<file path="src/rtl/assert_macros.svh">
// Assertion macros used by the top-level RTL
`ifndef ASSERT_MACROS_SVH
`define ASSERT_MACROS_SVH
`define CHK_IMPL(label, ante, cons) \
    label: assert property (@(posedge clk) disable iff (!rst_n) (ante) |-> (cons)) \
        else $error("check failed");
`define CHK_NEXT(label, ante, cons) \
    label: assert property (@(posedge clk) disable iff (!rst_n) (ante) |=> (cons)) \
        else $error("check failed");
`endif

</file>
<file path="src/rtl/htu_pkg.sv">
// Package: types, constants and fixed-point helpers for the transform unit
`default_nettype none
package htu_pkg;
    localparam int FRAC_BITS = 16;
    localparam int WORD_BITS = 32;

    typedef enum logic [2:0] {
        OP_IDENT   = 3'd0,
        OP_WR_CUR  = 3'd1,
        OP_WR_STG  = 3'd2,
        OP_TRANS   = 3'd3,
        OP_SCALE   = 3'd4,
        OP_COMPOSE = 3'd5,
        OP_APPLY3  = 3'd6,
        OP_APPLY2  = 3'd7
    } op_t;

    typedef logic signed [WORD_BITS-1:0] word_t;

    typedef struct packed {
        logic [2:0]         opcode;
        logic [3:0]         entry_index;
        logic signed [31:0] value_x;
        logic signed [31:0] value_y;
        logic signed [31:0] value_z;
    } in_item_t;

    typedef struct packed {
        logic signed [31:0] out_x;
        logic signed [31:0] out_y;
        logic signed [31:0] out_z;
        logic               w_was_zero;
    } out_item_t;

    localparam word_t WMAX = {1'b0, {(WORD_BITS-1){1'b1}}};
    localparam word_t WMIN = {1'b1, {(WORD_BITS-1){1'b0}}};
    localparam word_t ONE  = word_t'(1 << FRAC_BITS);

    function automatic word_t sadd(input word_t a, input word_t b);
        logic signed [WORD_BITS:0] s;
        s = {a[WORD_BITS-1], a} + {b[WORD_BITS-1], b};
        if (s[WORD_BITS] != s[WORD_BITS-1])
            return s[WORD_BITS] ? WMIN : WMAX;
        return s[WORD_BITS-1:0];
    endfunction

    function automatic word_t sat_prod(input logic signed [2*WORD_BITS-1:0] p);
        logic signed [2*WORD_BITS-1:0] q;
        logic signed [2*WORD_BITS-1:0] lim_hi;
        logic signed [2*WORD_BITS-1:0] lim_lo;
        q = (p < 0) ? -((-p) >>> FRAC_BITS) : (p >>> FRAC_BITS);
        lim_hi = {{WORD_BITS{1'b0}}, WMAX};
        lim_lo = {{WORD_BITS{1'b1}}, WMIN};
        if (q > lim_hi) return WMAX;
        if (q < lim_lo) return WMIN;
        return q[WORD_BITS-1:0];
    endfunction

    function automatic logic signed [31:0] to_out(input word_t v);
        return v;
    endfunction
endpackage
`default_nettype wire

</file>
<file path="src/rtl/htu_div.sv">
// Serial restoring divider: (n << FRAC_BITS) / d, truncated and saturated
`default_nettype none
module htu_div (
    input  wire logic           clk,
    input  wire logic           rst_n,
    input  wire logic           start,
    input  wire htu_pkg::word_t num,
    input  wire htu_pkg::word_t den,
    output logic                done,
    output htu_pkg::word_t      quo
);
    localparam int NB = htu_pkg::WORD_BITS + htu_pkg::FRAC_BITS;
    localparam int CW = $clog2(NB + 1);

    logic [NB-1:0]                  dvd_reg;
    logic [htu_pkg::WORD_BITS:0]    rem_reg;
    logic [htu_pkg::WORD_BITS:0]    dsr_reg;
    logic [NB-1:0]                  q_reg;
    logic [CW-1:0]                  cnt_reg;
    logic                           neg_reg;
    logic                           busy_reg;
    logic [htu_pkg::WORD_BITS:0]    rem_sh;
    logic [htu_pkg::WORD_BITS:0]    nmag;
    logic [htu_pkg::WORD_BITS:0]    dmag;
    logic [NB-1:0]                  lim;

    assign nmag = num[htu_pkg::WORD_BITS-1] ? -{num[htu_pkg::WORD_BITS-1], num}
                                           : {1'b0, num};
    assign dmag = den[htu_pkg::WORD_BITS-1] ? -{den[htu_pkg::WORD_BITS-1], den}
                                           : {1'b0, den};
    assign rem_sh = {rem_reg[htu_pkg::WORD_BITS-1:0], dvd_reg[NB-1]};
    assign lim = NB'(htu_pkg::WMAX);

    always_ff @(posedge clk or negedge rst_n)
    begin
        if (!rst_n)
        begin
            busy_reg <= 1'b0;
            done     <= 1'b0;
            cnt_reg  <= '0;
        end
        else
        begin
            done <= 1'b0;
            if (start)
            begin
                busy_reg <= 1'b1;
                cnt_reg  <= CW'(NB);
                dvd_reg  <= {nmag[htu_pkg::WORD_BITS-1:0], {htu_pkg::FRAC_BITS{1'b0}}};
                rem_reg  <= '0;
                q_reg    <= '0;
                dsr_reg  <= dmag;
                neg_reg  <= num[htu_pkg::WORD_BITS-1] ^ den[htu_pkg::WORD_BITS-1];
            end
            else if (busy_reg)
            begin
                dvd_reg <= dvd_reg << 1;
                if (rem_sh >= dsr_reg)
                begin
                    rem_reg <= rem_sh - dsr_reg;
                    q_reg   <= {q_reg[NB-2:0], 1'b1};
                end
                else
                begin
                    rem_reg <= rem_sh;
                    q_reg   <= {q_reg[NB-2:0], 1'b0};
                end
                cnt_reg <= cnt_reg - 1'b1;
                if (cnt_reg == CW'(1))
                begin
                    busy_reg <= 1'b0;
                    done     <= 1'b1;
                end
            end
        end
    end

    always_comb
    begin
        if (q_reg > lim)
            quo = neg_reg ? htu_pkg::WMIN : htu_pkg::WMAX;
        else
            quo = neg_reg ? -htu_pkg::word_t'(q_reg) : htu_pkg::word_t'(q_reg);
    end
endmodule
`default_nettype wire

</file>
<file path="config.mk">
export PLATFORM = sky130hd
export DESIGN_NAME = htu_div
export DESIGN_NICKNAME = d
export VERILOG_FILES = /design/src/rtl/assert_macros.svh /design/src/rtl/htu_pkg.sv /design/src/rtl/htu_div.sv
export SDC_FILE = /design/constraint.sdc
export NUM_CORES = 1
export LEC_CHECK = 0
export ABC_AREA = 1
export BUFFER_PORTS_ARGS = -buffer_cell sky130_fd_sc_hd__buf_2
export CORE_MARGIN = 2
export CORE_UTILIZATION = 25
export CTS_CLUSTER_DIAMETER = 150
export DETAILED_ROUTE_END_ITERATION = 10
export GPL_TIMING_DRIVEN = 0
export PLACE_DENSITY = 0.37
export SLEW_MARGIN = 10
export SYNTH_ARGS = -nofsm -noshare
export SYNTH_HDL_FRONTEND = slang
export SYNTH_SLANG_ARGS = --single-unit
</file>
<file path="constraint.sdc">
create_clock -name clk -period 3.6 [get_ports clk]
set_input_delay 0.9 -clock clk [delete_from_list [all_inputs] [get_ports clk]]
set_output_delay 0.9 -clock clk [all_outputs]
set_load 0.01 [all_outputs]
</file>
== Word level (Yosys, flattened, before mapping) ==
Cells that the tools add are included.
Widths: inputs -> output; s select.

* Add/subtract/negate cells: 5
* $lt $le $gt $ge: 2
* Eq/ne operators: 1
* Mux-type cells: 19
* Bitwise gates (word level): 1
* Reduce and logical (&&, ||, !) cells: 3

{| class="wikitable"
|+ Operators with widths
! operator !! count
|-
| $mux 48 || 3
|-
| $mux 32 || 4
|-
| $mux 33 || 2
|-
| $neg 32->32 || 2
|-
| $gt 48x31->1 const B || 1
|-
| $ge 33x33->1 || 1
|-
| $neg 33->33 || 1
|-
| $sub 33x33->33 || 1
|-
| $mux 31 || 1
|-
| $mux 6 || 2
|-
| $mux 1 || 7
|-
| $eq 6x1->1 const B || 1
|-
| $sub 6x1->6 const B || 1
|-
| $reduce_and 2->1 || 2
|-
| $reduce_bool 2->1 || 1
|-
| $xor 1x1->1 || 1
|}

* Register bits: 171
* Logic and storage cells: 41

== Longest topological paths before layout ==
* Depth in word-level cells: 4
* Depth in mapped cells: 17

== Least setup slack after synthesis ==
Ideal clock, no wire load.

* Path kind: input-to-reg
* Start point: input start
* End point: register dvd_reg[16], enable pin
* Setup time: 0.421 ns
* Data arrival time: 2.556 ns
* Required time: 3.179 ns
* Path slack: 0.623 ns
* Stages: 3
* Buffers on the path: 1
* Path through: nor2_1 > clkbuf_1 > nor2_1

* Cells in the longest elaborated chain, start to end: 2

{| class="wikitable"
|+ Ends and longest elaborated chain
! element !! RTL line !! text
|-
| start, declared || htu_div.sv:6 || <nowiki>input wire logic start,</nowiki>
|-
| $reduce_bool 2->1 (no line) || -- ||
|-
| $reduce_and 2->1 (no line) || -- ||
|-
| end signal, assigned || htu_div.sv:49 || <nowiki>dvd_reg <= {nmag[htu_pkg::WORD_BITS-1:0], {htu_pkg::FRAC_BITS{1'b0}}};</nowiki>
|-
| end signal, assigned || htu_div.sv:57 || <nowiki>dvd_reg <= dvd_reg << 1;</nowiki>
|-
| end, declared || htu_div.sv:15 || <nowiki>logic [NB-1:0] dvd_reg;</nowiki>
|}

Every way passes these cells.
A chain may end at the register's enable or synchronous reset.

== Worst setup path after layout ==
* Start point: register q_reg[0]
* End point: output quo[24]

* Cells in the longest elaborated chain, start to end: 3
* Elaborated cells between the ends (all ways): 4
* Classes of those cells: add/sub (1); order compare (1); mux (2)

{| class="wikitable"
|+ Ends and longest elaborated chain
! element !! RTL line !! text
|-
| start, declared || htu_div.sv:18 || <nowiki>logic [NB-1:0] q_reg;</nowiki>
|-
| start signal, assigned || htu_div.sv:61 || <nowiki>q_reg <= {q_reg[NB-2:0], 1'b1};</nowiki>
|-
| start signal, assigned || htu_div.sv:66 || <nowiki>q_reg <= {q_reg[NB-2:0], 1'b0};</nowiki>
|-
| $neg 32->32 || htu_div.sv:83 || <nowiki>quo = neg_reg ? -htu_pkg::word_t'(q_reg) : htu_pkg::word_t'(q_reg);</nowiki>
|-
| $mux 32 || htu_div.sv:83 ||
|-
| $mux 32 * || htu_div.sv:80 || <nowiki>if (q_reg > lim)</nowiki>
|-
| end, declared || htu_div.sv:10 || <nowiki>output htu_pkg::word_t quo</nowiki>
|}

Mark *: on every way between the ends. The rest lies on a longest branch, timed or not.

==> results.sh <==
export IMPL_status="finished, final reports clean"
export IMPL_dp_cells=2428
export IMPL_fillers=5403
export IMPL_num_antenna_cells=0
export IMPL_clkPwrFrac=0.315
export IMPL_dp_final_hpwl_um=29500
export IMPL_power_internal_w=0.00387
export IMPL_route_met2_wl_um=16200
export IMPL_crit_family="simple AND/OR/NAND/NOR gates"
export IMPL_synth_seq_cells=170
export IMPL_ir_drop_mv=0.398
export IMPL_path_clk_slew_ns=0.07
export IMPL_p_per_area_nw_per_um2=410
export IMPL_area_growth_pct=16.2
export IMPL_final_hold_violation_count=0
export IMPL_portBuffers=98
export IMPL_crit_arrival_ns=2.51
export IMPL_grt_pass1_vias=10669
export IMPL_synth_compound_area_share=0.0951
export IMPL_final_seq_area_um2=5060
export IMPL_drv_cap=0
export IMPL_grt_start_max_net_pins=87
export IMPL_critPathMaxStageDelay_ns=0.38
export IMPL_place_congestion=0.869
export IMPL_yosysTopAreaCellShare=0.396
export IMPL_htree_num_levels=4
export IMPL_wirelength_um=37400
export IMPL_fin_cells=2462
export IMPL_drv_slew=0
export IMPL_synthAdderAreaFrac=0.0404
export IMPL_grt_antenna_before_repair=0
export IMPL_multi_input_area_um2=5950
export IMPL_synth_cells=1664
export IMPL_fin_nets=1891
export IMPL_tritoncts="done"
export IMPL_ioPinCount=100
export IMPL_coreArea_um2=48700
export IMPL_final_common_cell="nand2_1"
export IMPL_power_frac_comb=0.263
export IMPL_final_cell_mix="nand2_1 (488), inv_1 (277), edfxtp_1 (162)"
export IMPL_clkLatencyLatePin_ns=0.49
export IMPL_wl_met3_um=1290
export IMPL_synth_xor_area_frac=0.0492
export IMPL_cp_data_required_time_ns=2.70
export IMPL_fin_ws_ns=0.188
export IMPL_post_route_drc_count=0
export IMPL_cts_buffer_depth=2
export IMPL_hp_class="reg -> reg"
export IMPL_p_seq_frac=0.422
export IMPL_synth_area_um2=12300
export IMPL_grt_ovfl_total=0
export IMPL_cts_made_buffers=17
export IMPL_critPathLaunchType="flip-flop"
export IMPL_critPathCaptureType="output port"
export IMPL_period_share=0.948
export IMPL_setup_viol=0
export IMPL_maxSlewHeadroom=0.498
export IMPL_cts_sinks=170
export IMPL_antenna_left=0
export IMPL_leakage_nw=6.56
export IMPL_drtIter0Drc=599
export IMPL_placementRows=81
export IMPL_synth_top_family_by_area="simple AND/OR/NAND/NOR gates"
export IMPL_avgSynthCellArea_um2=7.38
export IMPL_synth_simple_area_share=0.298
export IMPL_yosys_cell_types_count=42
export IMPL_via_per_inst=4.40
export IMPL_worst_path_max_delay_cell="edfxtp_1"
export IMPL_start_util=0.252
export IMPL_firstDrtPassIters=5
export IMPL_clock_root_buffer="clkbuf_16"
export IMPL_grt_pass1_wl_um=59700
export IMPL_maxUsedRoutingLayer="met4"
export IMPL_fin_crit_ns=3.41
export IMPL_rsz0062_at_grt="false"
export IMPL_clock_fmax_mhz=293
export IMPL_layout_drive_gt1_share=0.100
export IMPL_die_area_um2=50900
export IMPL_critPathKind="reg -> out"
export IMPL_p_sw_frac=0.338
export IMPL_wire_per_inst_um=15.2
export IMPL_muxShareOfSynthArea=0
export IMPL_worstMarginPinSlew_ns=0.753
export IMPL_vias=10841
export IMPL_path_cells="inv_2 > ha_1 > nand4_1 > nor2_2 > nand3_2 > nor2_4 > nand2_1 > o21ai_1 > xor2_1 > buf_2"
export IMPL_skew_ns=0.00928
export IMPL_yosysTopAreaCell="edfxtp_1"
export IMPL_yosys_warnings=0
export IMPL_ys_seq_area_frac=0.412
export IMPL_met1_length_um=19200
export IMPL_pre_cts_slack_ns=0.407
export IMPL_synth_area_leaders="edfxtp_1 (40%), nand2_1 (15%), inv_1 (8.6%)"
export IMPL_grt_usage=0.153
export IMPL_synth_fp_nets=1770
export IMPL_worstPathBufferInverterCount=2
export IMPL_p_switching_w=0.00198
export IMPL_dieWidth_um=226
export IMPL_critPathMaxFanout=6
export IMPL_die_h_um=226
export IMPL_final_setup_tns_ns=0
## layout make-up
type | count | share of cell area
plain buffers | 50 | 0.0157
repair buffers | 102 | 0.0397
well taps | 664 | 0.0582
clock inverters | 12 | 0.00789
clock buffers | 20 | 0.0313
inverters | 284 | 0.0747
flip-flops and latches | 170 | 0.355
multi-input cells | 1160 | 0.417
## cell families after synthesis
family,count (synthesis)
xor+xnor,69
flops,170
other cells,1
simple gates,843
compound gates,208
buf+inv,334
fa+ha+maj,39
## path summary, 6_finish.rpt
path	start	endpoint	slack, ns	cells past startpoint
min in group asynchronous	rst_n	cnt_reg[0]	0.67	2
hold / removal	cnt_reg[3]	cnt_reg[3]	0.50	1
hold reg to reg	cnt_reg[3]	cnt_reg[3]	0.50	1
setup reg to reg	rem_reg[20]	rem_reg[16]	0.81	13
setup / recovery	q_reg[0]	quo[24]	0.19	10
max in group asynchronous	rst_n	done	2.59	2
## metal layers
layer  GRT usage  vias to the layer above
li1            -                     5669
met1       0.214                     4939
met2       0.235                      191
met3      0.0299                       42
met4      0.0491                        0
met5           0                        -
## power groups by stage
| stage | Combinational (W) | Sequential, W | Clock, W |
|---|---|---|---|
| final | 0.00154 | 0.00247 | 0.00184 |
| after global routing | 0.00176 | 0.00249 | 0.00200 |
| after CTS | 0.00155 | 0.00247 | 0.00193 |
| after detailed placement | 0.00154 | 0.00251 | 0 |
| after global placement | 0.00154 | 0.00252 | 0 |
| after floorplan | 0.00107 | 0.00246 | 0 |
## worst reg2reg max path, cell delays in order, from the launching register on
cell and delay, ns:
edfxtp_1 0.50, ha_1 0.47, nand2_1 0.13, nor2_1 0.21
nand2_1 0.10, nor2_1 0.22, nand3_1 0.17, nand3_2 0.13
nor2_4 0.08, nand2_4 0.12, buf_6 0.18, nand2_1 0.10
nand3_1 0.08, nand2_1 0.05
## cell usage after synthesis (all sizes together)
cell	instances
nand2	495
inv	283
edfxtp	162
nor2	142
nand3	108
o21ai	72
o22ai	64
a21oi	52
xor2	47
ha	38
nand3b	34
clkbuf	31
nor3	23
xnor2	22
buf	19
nand4	18
nor4	10
dfrtp	8
a31oi	7
o31ai	7
or2	7
and2	3
a32o	2
and3	2
o21bai	2
a21boi	1
a21o	1
clkinv	1
conb	1
fa	1
or3b	1
## per-stage QoR
stage	util	power, W	hold slack (ns)	area, um2
6_report	0.293	0.00585	0.502	14300
5_1_grt	0.293	0.00625	0.530	14300
4_1_cts	0.292	0.00595	0.493	14200
3_5_place_dp	0.280	0.00405	0.480	13700
3_3_place_gp	0.279	0.00405	0.487	13600
2_1_floorplan	-	0.00354	0.448	12300
## repair_timing
action,4_1_cts,5_1_grt
buffers inserted,1,1
endpoints found under the hold margin,0,0
hold buffers,0,0
resized for setup,2,9
endpoints found under the setup margin,5,11
pin swaps,1,1
Power figures use the tool's default switching activity.
